`config.mk`:
```
export PLATFORM = sky130hd
export DESIGN_NAME = overwriting_ring_deque
export DESIGN_NICKNAME = d
export VERILOG_FILES = /design/src/ordq_pkg.sv /design/src/overwriting_ring_deque.sv /design/src/ordq_ctrl.sv /design/src/ordq_datapath.sv
export SDC_FILE = /design/constraint.sdc
export NUM_CORES = 2
export LEC_CHECK = 0
export CAP_MARGIN = 20
export CORE_UTILIZATION = 40
export DETAILED_ROUTE_END_ITERATION = 10
export DONT_BUFFER_PORTS = 1
export HOLD_SLACK_MARGIN = 0.03
export PLACE_DENSITY = 0.64
export SETUP_SLACK_MARGIN = 0.02
export SLEW_MARGIN = 20
export SYNTH_ARGS = -nofsm -noshare
export SYNTH_HDL_FRONTEND = slang
export SYNTH_SLANG_ARGS = --single-unit
export TNS_END_PERCENT = 1
```
`constraint.sdc`:
```
create_clock -name clk -period 8.25 [get_ports clk]
set_clock_uncertainty 0.1 [all_clocks]
set_input_delay 0.825 -clock clk [delete_from_list [all_inputs] [get_ports clk]]
set_output_delay 0.825 -clock clk [all_outputs]
set_load 0.005 [all_outputs]
```
`src/ordq_pkg.sv`:
```
// Shared constants, operation and status codes, and the controller/datapath
// command and status structs of the overwriting ring deque.
// No dependencies.
`default_nettype none

package ordq_pkg;

    localparam int DEPTH      = 32;
    localparam int DATA_WIDTH = 32;
    localparam int ADDR_W     = $clog2(DEPTH);
    localparam int CNT_W      = $clog2(DEPTH + 1);

    localparam logic [2:0] OP_PUSH_TOP    = 3'd0;
    localparam logic [2:0] OP_PUSH_BOTTOM = 3'd1;
    localparam logic [2:0] OP_POP_TOP     = 3'd2;
    localparam logic [2:0] OP_POP_BOTTOM  = 3'd3;
    localparam logic [2:0] OP_REMOVE      = 3'd4;
    localparam logic [2:0] OP_READ_RUN    = 3'd5;
    localparam logic [2:0] OP_CLEAR       = 3'd6;

    localparam logic [1:0] ST_OK       = 2'd0;
    localparam logic [1:0] ST_NOT_INIT = 2'd1;
    localparam logic [1:0] ST_RANGE    = 2'd2;
    localparam logic [1:0] ST_ZERO_RUN = 2'd3;

    typedef struct packed {
        logic cfg_wr;
        logic exec;
        logic start_loop;
        logic rd_cur;
        logic rd_next;
        logic shift_wr;
        logic shift_done;
        logic read_emit;
    } ctl_cmd_t;

    typedef struct packed {
        logic need_shift;
        logic need_read;
        logic shift_more;
        logic read_last;
        logic out_free;
    } dp_sts_t;

endpackage

`default_nettype wire

```
`src/overwriting_ring_deque.sv`:
```
// Overwriting ring deque: a circular double-ended buffer with a capacity
// register. Request channel in_valid/in_stall, result channel
// out_valid/out_stall, capacity write channel cfg_valid/cfg_ready.
// Each request yields one result, or one per entry for a read run; the
// final result of a request has last_of_run set.
// Pushes, pops, clear, error cases and removal of the top or last entry
// need no loop: the result sits in the output register the cycle after
// the request is taken, and such requests can follow every cycle while
// the output is not stalled and no capacity write waits. Remove at an
// inner offset moves each later entry through the memory, a read then a
// write per entry, then posts the result. A read run issues a registered
// memory read and then posts that entry, for each entry returned.
// A capacity write (above DEPTH is taken as DEPTH) empties the buffer;
// cfg_ready is high whenever no loop is running; a waiting write holds requests off.
// Reset clears count, top slot and capacity (not initialized); the entry
// memory is not cleared and needs no clearing pass.
// While out_stall is high with a result in the output register, that result
// is held, in_stall rises and running loops wait before posting the next result.
// Depends on ordq_pkg, ordq_ctrl and ordq_datapath.
`default_nettype none

module overwriting_ring_deque
    import ordq_pkg::*;
(
    input  wire logic        clk,
    input  wire logic        rst_n,
    input  wire logic        in_valid,
    output logic             in_stall,
    input  wire logic [2:0]  operation,
    input  wire logic [31:0] item_value,
    input  wire logic [5:0]  position,
    input  wire logic [6:0]  run_length,
    output logic             out_valid,
    input  wire logic        out_stall,
    output logic [1:0]       status,
    output logic [31:0]      read_value,
    output logic             last_of_run,
    output logic [6:0]       entry_count,
    output logic [5:0]       top_position,
    output logic             is_full,
    input  wire logic        cfg_valid,
    output logic             cfg_ready,
    input  wire logic [6:0]  capacity
);

    ctl_cmd_t cmd;
    dp_sts_t  sts;

    ordq_ctrl u_ctrl (
        .clk       (clk),
        .rst_n     (rst_n),
        .in_valid  (in_valid),
        .in_stall  (in_stall),
        .cfg_valid (cfg_valid),
        .cfg_ready (cfg_ready),
        .sts       (sts),
        .cmd       (cmd)
    );

    ordq_datapath u_datapath (
        .clk          (clk),
        .rst_n        (rst_n),
        .cmd          (cmd),
        .sts          (sts),
        .capacity     (capacity),
        .operation    (operation),
        .item_value   (item_value),
        .position     (position),
        .run_length   (run_length),
        .out_valid    (out_valid),
        .out_stall    (out_stall),
        .status       (status),
        .read_value   (read_value),
        .last_of_run  (last_of_run),
        .entry_count  (entry_count),
        .top_position (top_position),
        .is_full      (is_full)
    );

    // at most one source loads the output register
    a_one_load: assert property (@(posedge clk) disable iff (!rst_n)
        $onehot0({cmd.exec, cmd.shift_done, cmd.read_emit}))
        else $error("several result sources in one cycle");

    // a request that needs no loop posts its result the next cycle
    a_exec_result: assert property (@(posedge clk) disable iff (!rst_n)
        (in_valid && !in_stall && !cfg_valid && !sts.need_shift && !sts.need_read)
        |=> out_valid)
        else $error("single-cycle request gave no result");

    // a shift write always follows the read of the entry it moves
    a_shift_order: assert property (@(posedge clk) disable iff (!rst_n)
        cmd.shift_wr |-> $past(cmd.rd_next))
        else $error("shift write without preceding read");

    // the reported count never exceeds the store depth
    a_count_bound: assert property (@(posedge clk) disable iff (!rst_n)
        out_valid |-> (entry_count <= 7'(DEPTH)))
        else $error("entry count above depth");

endmodule

`default_nettype wire

```
`src/ordq_ctrl.sv`:
```
// Sequencer of the overwriting ring deque: accepts requests, runs the
// remove-shift and read-run loops. Depends on ordq_pkg.
`default_nettype none

module ordq_ctrl
    import ordq_pkg::*;
(
    input  wire logic     clk,
    input  wire logic     rst_n,
    input  wire logic     in_valid,
    output logic          in_stall,
    input  wire logic     cfg_valid,
    output logic          cfg_ready,
    input  wire dp_sts_t  sts,
    output ctl_cmd_t      cmd
);

    typedef enum logic [5:0] {
        S_IDLE     = 6'b000001,
        S_SH_READ  = 6'b000010,
        S_SH_WRITE = 6'b000100,
        S_SH_DONE  = 6'b001000,
        S_RD_ISSUE = 6'b010000,
        S_RD_EMIT  = 6'b100000
    } state_t;

    state_t state_reg;
    state_t state_next;
    logic   accept;

    assign cfg_ready = (state_reg == S_IDLE);
    // hold requests off while a capacity write is waiting
    assign in_stall  = !((state_reg == S_IDLE) && sts.out_free && !cfg_valid);
    assign accept    = in_valid && !in_stall;

    always_comb
    begin
        state_next = state_reg;
        cmd        = '0;
        unique case (state_reg)
            S_IDLE:
            begin
                if (cfg_valid)
                begin
                    cmd.cfg_wr = 1'b1;
                end
                else if (accept)
                begin
                    if (sts.need_shift)
                    begin
                        cmd.start_loop = 1'b1;
                        state_next     = S_SH_READ;
                    end
                    else if (sts.need_read)
                    begin
                        cmd.start_loop = 1'b1;
                        state_next     = S_RD_ISSUE;
                    end
                    else
                    begin
                        cmd.exec = 1'b1;
                    end
                end
            end
            S_SH_READ:
            begin
                cmd.rd_next = 1'b1;
                state_next  = S_SH_WRITE;
            end
            S_SH_WRITE:
            begin
                cmd.shift_wr = 1'b1;
                state_next   = sts.shift_more ? S_SH_READ : S_SH_DONE;
            end
            S_SH_DONE:
            begin
                if (sts.out_free)
                begin
                    cmd.shift_done = 1'b1;
                    state_next     = S_IDLE;
                end
            end
            S_RD_ISSUE:
            begin
                cmd.rd_cur = 1'b1;
                state_next = S_RD_EMIT;
            end
            S_RD_EMIT:
            begin
                if (sts.out_free)
                begin
                    cmd.read_emit = 1'b1;
                    state_next    = sts.read_last ? S_IDLE : S_RD_ISSUE;
                end
            end
            default:
            begin
                state_next = S_IDLE;
            end
        endcase
    end

    always_ff @(posedge clk or negedge rst_n)
    begin
        if (!rst_n)
        begin
            state_reg <= S_IDLE;
        end
        else
        begin
            state_reg <= state_next;
        end
    end

endmodule

`default_nettype wire

```
`src/ordq_datapath.sv`:
```
// Datapath of the overwriting ring deque: entry memory, top/count/capacity
// registers, loop index and the output register. Depends on ordq_pkg.
`default_nettype none

module ordq_datapath
    import ordq_pkg::*;
(
    input  wire logic        clk,
    input  wire logic        rst_n,
    input  wire ctl_cmd_t    cmd,
    output dp_sts_t          sts,
    input  wire logic [6:0]  capacity,
    input  wire logic [2:0]  operation,
    input  wire logic [31:0] item_value,
    input  wire logic [5:0]  position,
    input  wire logic [6:0]  run_length,
    output logic             out_valid,
    input  wire logic        out_stall,
    output logic [1:0]       status,
    output logic [31:0]      read_value,
    output logic             last_of_run,
    output logic [6:0]       entry_count,
    output logic [5:0]       top_position,
    output logic             is_full
);

    logic [DATA_WIDTH-1:0] store_reg [DEPTH];
    logic [DATA_WIDTH-1:0] rd_data_reg;

    logic [ADDR_W-1:0] top_reg, top_next;
    logic [CNT_W-1:0]  held_reg, held_next;
    logic [CNT_W-1:0]  cap_reg, cap_next;
    logic [CNT_W-1:0]  idx_reg, idx_next;
    logic [CNT_W-1:0]  end_reg, end_next;
    logic              out_valid_reg, out_valid_next;
    logic [1:0]        status_reg;
    logic [31:0]       value_reg;
    logic              last_reg;
    logic [CNT_W-1:0]  count_reg;
    logic [ADDR_W-1:0] otop_reg;
    logic              full_reg;

    // physical slot of a logical offset from the top
    function automatic logic [ADDR_W-1:0] slot_of(
        input logic [ADDR_W-1:0] top,
        input logic [CNT_W-1:0]  off,
        input logic [CNT_W-1:0]  cap
    );
        logic [CNT_W:0] s;
        s = (CNT_W + 1)'(top) + (CNT_W + 1)'(off);
        if (cap != '0 && s >= (CNT_W + 1)'(cap))
        begin
            s = s - (CNT_W + 1)'(cap);
        end
        if (s >= (CNT_W + 1)'(DEPTH))
        begin
            s = '0;
        end
        return ADDR_W'(s);
    endfunction

    logic              cap_zero;
    logic [6:0]        pos_w;
    logic [6:0]        held_w;
    logic              pos_in_range;
    logic [CNT_W-1:0]  pos_c;
    logic [CNT_W:0]    top_sum;
    logic [ADDR_W-1:0] top_inc;
    logic [ADDR_W-1:0] top_dec;
    logic [CNT_W-1:0]  avail;
    logic [CNT_W-1:0]  run_n;

    assign cap_zero     = (cap_reg == '0);
    assign pos_w        = 7'(position);
    assign held_w       = 7'(held_reg);
    assign pos_in_range = pos_w < held_w;
    assign pos_c        = CNT_W'(position);
    assign top_sum      = (CNT_W + 1)'(top_reg) + (CNT_W + 1)'(1);
    assign top_inc      = (top_sum >= (CNT_W + 1)'(cap_reg)) ? '0 : ADDR_W'(top_sum);
    assign top_dec      = (top_reg == '0) ? ADDR_W'(cap_reg - CNT_W'(1))
                                          : top_reg - ADDR_W'(1);
    assign avail        = held_reg - pos_c;
    assign run_n        = (run_length < 7'(avail)) ? CNT_W'(run_length) : avail;

    always_comb
    begin
        sts.need_shift = !cap_zero && (operation == OP_REMOVE) && pos_in_range
                         && (position != '0) && ((8'(pos_w) + 8'd1) < 8'(held_w));
        sts.need_read  = !cap_zero && (operation == OP_READ_RUN) && pos_in_range
                         && (run_length != '0);
        sts.shift_more = ((CNT_W + 1)'(idx_reg) + (CNT_W + 1)'(2)) < (CNT_W + 1)'(held_reg);
        sts.read_last  = ((CNT_W + 1)'(idx_reg) + (CNT_W + 1)'(1)) == (CNT_W + 1)'(end_reg);
        sts.out_free   = !out_valid_reg || !out_stall;
    end

    // operations that need no loop
    logic [ADDR_W-1:0] ex_top;
    logic [CNT_W-1:0]  ex_held;
    logic              ex_we;
    logic [ADDR_W-1:0] ex_waddr;
    logic [1:0]        ex_status;

    always_comb
    begin
        ex_top    = top_reg;
        ex_held   = held_reg;
        ex_we     = 1'b0;
        ex_waddr  = top_reg;
        ex_status = ST_OK;
        if (cap_zero)
        begin
            ex_status = ST_NOT_INIT;
        end
        else
        begin
            unique case (operation)
                OP_PUSH_TOP:
                begin
                    ex_top   = top_dec;
                    ex_held  = (held_reg < cap_reg) ? held_reg + CNT_W'(1) : held_reg;
                    ex_we    = 1'b1;
                    ex_waddr = top_dec;
                end
                OP_PUSH_BOTTOM:
                begin
                    if (held_reg < cap_reg)
                    begin
                        ex_held = held_reg + CNT_W'(1);
                    end
                    else
                    begin
                        ex_top = top_inc;
                    end
                    ex_we    = 1'b1;
                    ex_waddr = slot_of(ex_top, ex_held - CNT_W'(1), cap_reg);
                end
                OP_POP_TOP:
                begin
                    if (held_reg != '0)
                    begin
                        ex_top  = top_inc;
                        ex_held = held_reg - CNT_W'(1);
                    end
                end
                OP_POP_BOTTOM:
                begin
                    if (held_reg != '0)
                    begin
                        ex_held = held_reg - CNT_W'(1);
                    end
                end
                OP_REMOVE:
                begin
                    // only the top or the last entry, or an out-of-range position, gets here: no shift needed
                    if (pos_in_range)
                    begin
                        if (position == '0)
                        begin
                            ex_top = top_inc;
                        end
                        ex_held = held_reg - CNT_W'(1);
                    end
                end
                OP_READ_RUN:
                begin
                    ex_status = pos_in_range ? ST_ZERO_RUN : ST_RANGE;
                end
                OP_CLEAR:
                begin
                    ex_top  = '0;
                    ex_held = '0;
                end
                default:
                begin
                    ex_status = ST_OK;
                end
            endcase
        end
    end

    logic                  mem_we;
    logic [ADDR_W-1:0]     mem_waddr;
    logic [DATA_WIDTH-1:0] mem_wdata;
    logic                  mem_re;
    logic [ADDR_W-1:0]     mem_raddr;
    logic                  load;
    logic [1:0]            res_status;
    logic [31:0]           res_value;
    logic                  res_last;
    logic [CNT_W-1:0]      res_count;
    logic [ADDR_W-1:0]     res_top;

    assign mem_re    = cmd.rd_cur || cmd.rd_next;
    assign mem_raddr = cmd.rd_next ? slot_of(top_reg, idx_reg + CNT_W'(1), cap_reg)
                                   : slot_of(top_reg, idx_reg, cap_reg);

    always_comb
    begin
        top_next   = top_reg;
        held_next  = held_reg;
        cap_next   = cap_reg;
        idx_next   = idx_reg;
        end_next   = end_reg;
        mem_we     = 1'b0;
        mem_waddr  = ex_waddr;
        mem_wdata  = DATA_WIDTH'(item_value);
        load       = 1'b0;
        res_status = ST_OK;
        res_value  = '0;
        res_last   = 1'b1;
        res_count  = held_reg;
        res_top    = top_reg;
        if (cmd.cfg_wr)
        begin
            cap_next  = (capacity > 7'(DEPTH)) ? CNT_W'(DEPTH) : CNT_W'(capacity);
            top_next  = '0;
            held_next = '0;
        end
        if (cmd.exec)
        begin
            top_next   = ex_top;
            held_next  = ex_held;
            mem_we     = ex_we;
            load       = 1'b1;
            res_status = ex_status;
            res_count  = ex_held;
            res_top    = ex_top;
        end
        if (cmd.start_loop)
        begin
            idx_next = pos_c;
            end_next = pos_c + run_n;
        end
        if (cmd.shift_wr)
        begin
            // close the gap: entry at idx+1 moves down to idx
            mem_we    = 1'b1;
            mem_waddr = slot_of(top_reg, idx_reg, cap_reg);
            mem_wdata = rd_data_reg;
            idx_next  = idx_reg + CNT_W'(1);
        end
        if (cmd.shift_done)
        begin
            held_next = held_reg - CNT_W'(1);
            load      = 1'b1;
            res_count = held_reg - CNT_W'(1);
        end
        if (cmd.read_emit)
        begin
            load      = 1'b1;
            res_value = 32'(rd_data_reg);
            res_last  = sts.read_last;
            idx_next  = idx_reg + CNT_W'(1);
        end
    end

    always_comb
    begin
        if (load)
        begin
            out_valid_next = 1'b1;
        end
        else if (!out_stall)
        begin
            out_valid_next = 1'b0;
        end
        else
        begin
            out_valid_next = out_valid_reg;
        end
    end

    always_ff @(posedge clk or negedge rst_n)
    begin
        if (!rst_n)
        begin
            top_reg       <= '0;
            held_reg      <= '0;
            cap_reg       <= '0;
            idx_reg       <= '0;
            end_reg       <= '0;
            out_valid_reg <= 1'b0;
        end
        else
        begin
            top_reg       <= top_next;
            held_reg      <= held_next;
            cap_reg       <= cap_next;
            idx_reg       <= idx_next;
            end_reg       <= end_next;
            out_valid_reg <= out_valid_next;
        end
    end

    always_ff @(posedge clk)
    begin
        if (load)
        begin
            status_reg <= res_status;
            value_reg  <= res_value;
            last_reg   <= res_last;
            count_reg  <= res_count;
            otop_reg   <= res_top;
            full_reg   <= (cap_next == '0) || (res_count >= cap_next);
        end
    end

    always_ff @(posedge clk)
    begin
        if (mem_we)
        begin
            store_reg[mem_waddr] <= mem_wdata;
        end
        if (mem_re)
        begin
            rd_data_reg <= store_reg[mem_raddr];
        end
    end

    assign out_valid    = out_valid_reg;
    assign status       = status_reg;
    assign read_value   = value_reg;
    assign last_of_run  = last_reg;
    assign entry_count  = 7'(count_reg);
    assign top_position = 6'(otop_reg);
    assign is_full      = full_reg;

endmodule

`default_nettype wire
```
==> qor.csv <==
stage;metric;value;unit
detailed_routing;routed.top_layer;met5;
detailed_routing;wl_met2;63600;um
worst_setup_path;slowest_stage;or3_1;
global_route;grt.overflow.total;0;
place;placed_cells;5332;
timing;rsz0062_at_grt;false;
synth;async_flop_share;0.0316;
layout;drive_gt1_frac;0.102;
layout;final_cell_mix;edfxtp_1, nand2_1, a21oi_1;
flow_run;drv_cap;0;
synth;ys_seq_elements;1139;
detailed_routing;wl_met1;61200;um
synth;netlist-cell-type-count;80;
floorplanning;rows;128;
synth;yosysTopAreaCell;edfxtp_1;
worst_setup_path;path_delay_family;compound AO/OA/AOI/OAI gates;
power_and_ir_drop;powerDensity;269;mW/mm2
place;gp_congestion;0.905;
floorplanning;dieArea;0.125;mm2
synth;synth_cells;3782;
worst_setup_path;critPathLaunchType;register;
clock_network;clkSinkCount;1139;
timing;report.final.slew_viol_count;0;
timing;finalHoldViolations;0;
synth;synth_top_area_frac;0.672;
worst_hold_path;hp-class;in -> reg;
synth;ys.warnings.count;0;
synth;synth_xor_area_frac;0.0114;
global_route;antenna_found_initial;4;
layout;final_core_util;0.459;
worst_setup_path;arrival;8100;ps
synth;yosys.area_share.simple;0.0998;
floorplanning;io_pins;112;
worst_setup_path;max_stage_delay;630;ps
layout;final_common_cell;edfxtp_1;
floorplanning;initial_core_util;0.404;
clock_network;worstSkewPairLatency;700;ps
synth;muxShareOfSynthArea;0.0315;
timing;tightest_slew;1030;ps
detailed_routing;dr.pass1.iters;5;
detailed_routing;ant_nets;0;
power_and_ir_drop;leakage;18.8;nW
timing;fmax;128;MHz
layout;layout.nets;3981;
detailed_routing;wl_met3;12600;um
floorplanning;die_h;353;um
worst_setup_path;critPathKind;reg -> reg;
clock_network;cts_buffers;113;
clock_network;cts_root_buffer;clkbuf_16;
global_route;grt_pass1_wl;206000;um
place;dp_hpwl;91100;um
detailed_routing;drcViolationCount;0;
clock_network;cts.path.max_buffers;3;
synth;synth_compound_area_frac;0.118;
worst_setup_path;crit_path_max_fanout;12;
layout;finalNonFillerCells;5542;
synth;synth.area.top_cells;edfxtp_1, nand2_1, a21oi_1;
timing;setup_viol;0;
global_route;grt_pass1_vias;30600;
layout;area_growth;13.7;%
synth;ys_seq_area_frac;0.690;
synth;synth.cell_area;0.0493;mm2
worst_setup_path;required;8540;ps
synth;synthFlopType;edfxtp_1;
worst_setup_path;critPathCaptureType;register;
layout;largest_reg_flops;1024;
clock_network;cts_tree;yes;
synth;synth_top_family_by_area;compound AO/OA/AOI/OAI gates;
place;port_buffers;0;
detailed_routing;via_count;32100;
worst_setup_path;crit_buf_inv;3;
timing;period_share;0.947;
floorplanning;die_width;353;um
run_status;outcome;finished, final reports clean;
clock_network;h-tree-depth;3;
clock_network;path_clk_slew;60;ps
synth;synth_edf_count;1103;
detailed_routing;wl_per_cell;25.5;um
timing;slew_headroom;0.308;
detailed_routing;routed_wl;141000;um
power_and_ir_drop;vdd_drop_max;189;uV
global_route;grt_usage;0.221;
global_route;grt_max_degree;129;
detailed_routing;drt-initial-drc-count;3523;
detailed_routing;vias_per_cell;5.79;
timing;period_needed;7820;ps
synth;synth-adder-area-share;0.0256;
synth;synth_area_per_cell;13.0;um2
floorplanning;core_area;0.122;mm2
==> per-layer routing <==
metal	up-vias	global-route usage
li1	14400	-
met1	16000	0.318
met2	1508	0.341
met3	232	0.0425
met4	2	0.0605
met5	-	0
==> cells in the mapped netlist (7+ instances only) <==
cell / number
a211oi_1: 74
nor4_1: 9
or3_1: 7
nor3b_1: 7
ha_1: 88
a221oi_1: 64
nand2_1: 615
a21o_1: 97
mux2_2: 12
o31a_1: 8
dfrtp_1: 35
a21oi_1: 384
buf_2: 40
mux2i_1: 140
xnor2_1: 36
edfxtp_1: 1103
nor2b_1: 19
fa_1: 8
nand3_1: 105
and3_1: 48
o22ai_1: 20
nand4_1: 38
o21a_1: 17
nand2b_1: 7
and2_1: 8
nor2_1: 208
or2_2: 12
inv_1: 63
buf_1: 24
a22oi_1: 7
a31oi_1: 103
o21ai_0: 46
nor3_1: 22
clkbuf_1: 152
xor2_1: 25
o211ai_1: 39
==> worst paths after layout <==
check / slack [ps] / end / start / cells after the start
worst max-delay path: 430 / u_datapath.store_reg[21][19] / u_datapath.top_reg[1] / 28
worst min-delay path: 240 / u_ctrl.state_reg[3] / out_stall / 2
worst max register to register: 430 / u_datapath.store_reg[21][19] / u_datapath.top_reg[1] / 28
worst min register to register: 450 / u_datapath.end_reg[3] / u_datapath.end_reg[3] / 1
max in group asynchronous: 7250 / u_ctrl.state_reg[0] / rst_n / 2
min in group asynchronous: 490 / u_datapath.top_reg[2] / rst_n / 2
==> kinds of logic (layout without fill, tap and decap cells) <==
group,after synthesis,in the layout
compound gates,918,918
flops,1139,1139
xor+xnor,62,62
simple gates,1128,1128
buf+inv,285,417
fa+ha+maj,96,96
other cells,1,4
mux,153,153
==> report_power, final <==
part	leakage [nW]	total (W)	internal, W	switching [W]
Combinational	6.65	0.00350	0.00110	0.00240
Clock	1.78	0.00510	0.00289	0.00221
Sequential	10.4	0.00647	0.00644	0.0000383
==> through the flow <==
stage / instance area, um2 / hold slack [ps] / setup TNS (ps) / worst slack, ps / total power [W]
6_report: 56000 / 242 / 0 / 434 / 0.0151
5_1_grt: 56000 / 228 / 0 / 66.1 / 0.0156
2_1_floorplan: 49300 / 401 / -1080 / -11.3 / 0.00884
4_1_cts: 56000 / 199 / 0 / 509 / 0.0151
3_5_place_dp: 52400 / 424 / 0 / 531 / 0.0100
3_3_place_gp: 52300 / 426 / 0 / 565 / 0.0100
==> what timing repair did <==
item                                    4_1_cts  5_1_grt
hold endpoints to repair                     36        0
endpoints found under the setup margin        0      112
hold buffers                                  2        0
gates resized for setup                       0        1
buffers inserted                              0        1
==> worst reg2reg max path, delay by kind of cell (launching register included) <==
family / cells / cell delay [ps]
buffers and inverters: 3 / 600
DFF: 1 / 470
xor gates and xnor gates: 1 / 220
and+or+nand+nor: 7 / 2240
AOI/OAI and AO/OA: 13 / 2680
adders and majority gates: 4 / 1220
==> cell type report <==
type	count	area, um2
fillers	10700	66000
flip-flops and latches	1139	34000
multi-input cells	2359	14500
clock buffers	132	2900
well taps	1625	2030
repair buffers	149	1600
clock inverters	73	738
inverters	63	236
diodes	2	5.00
Note: power is estimated with default switching activity, not from simulation.
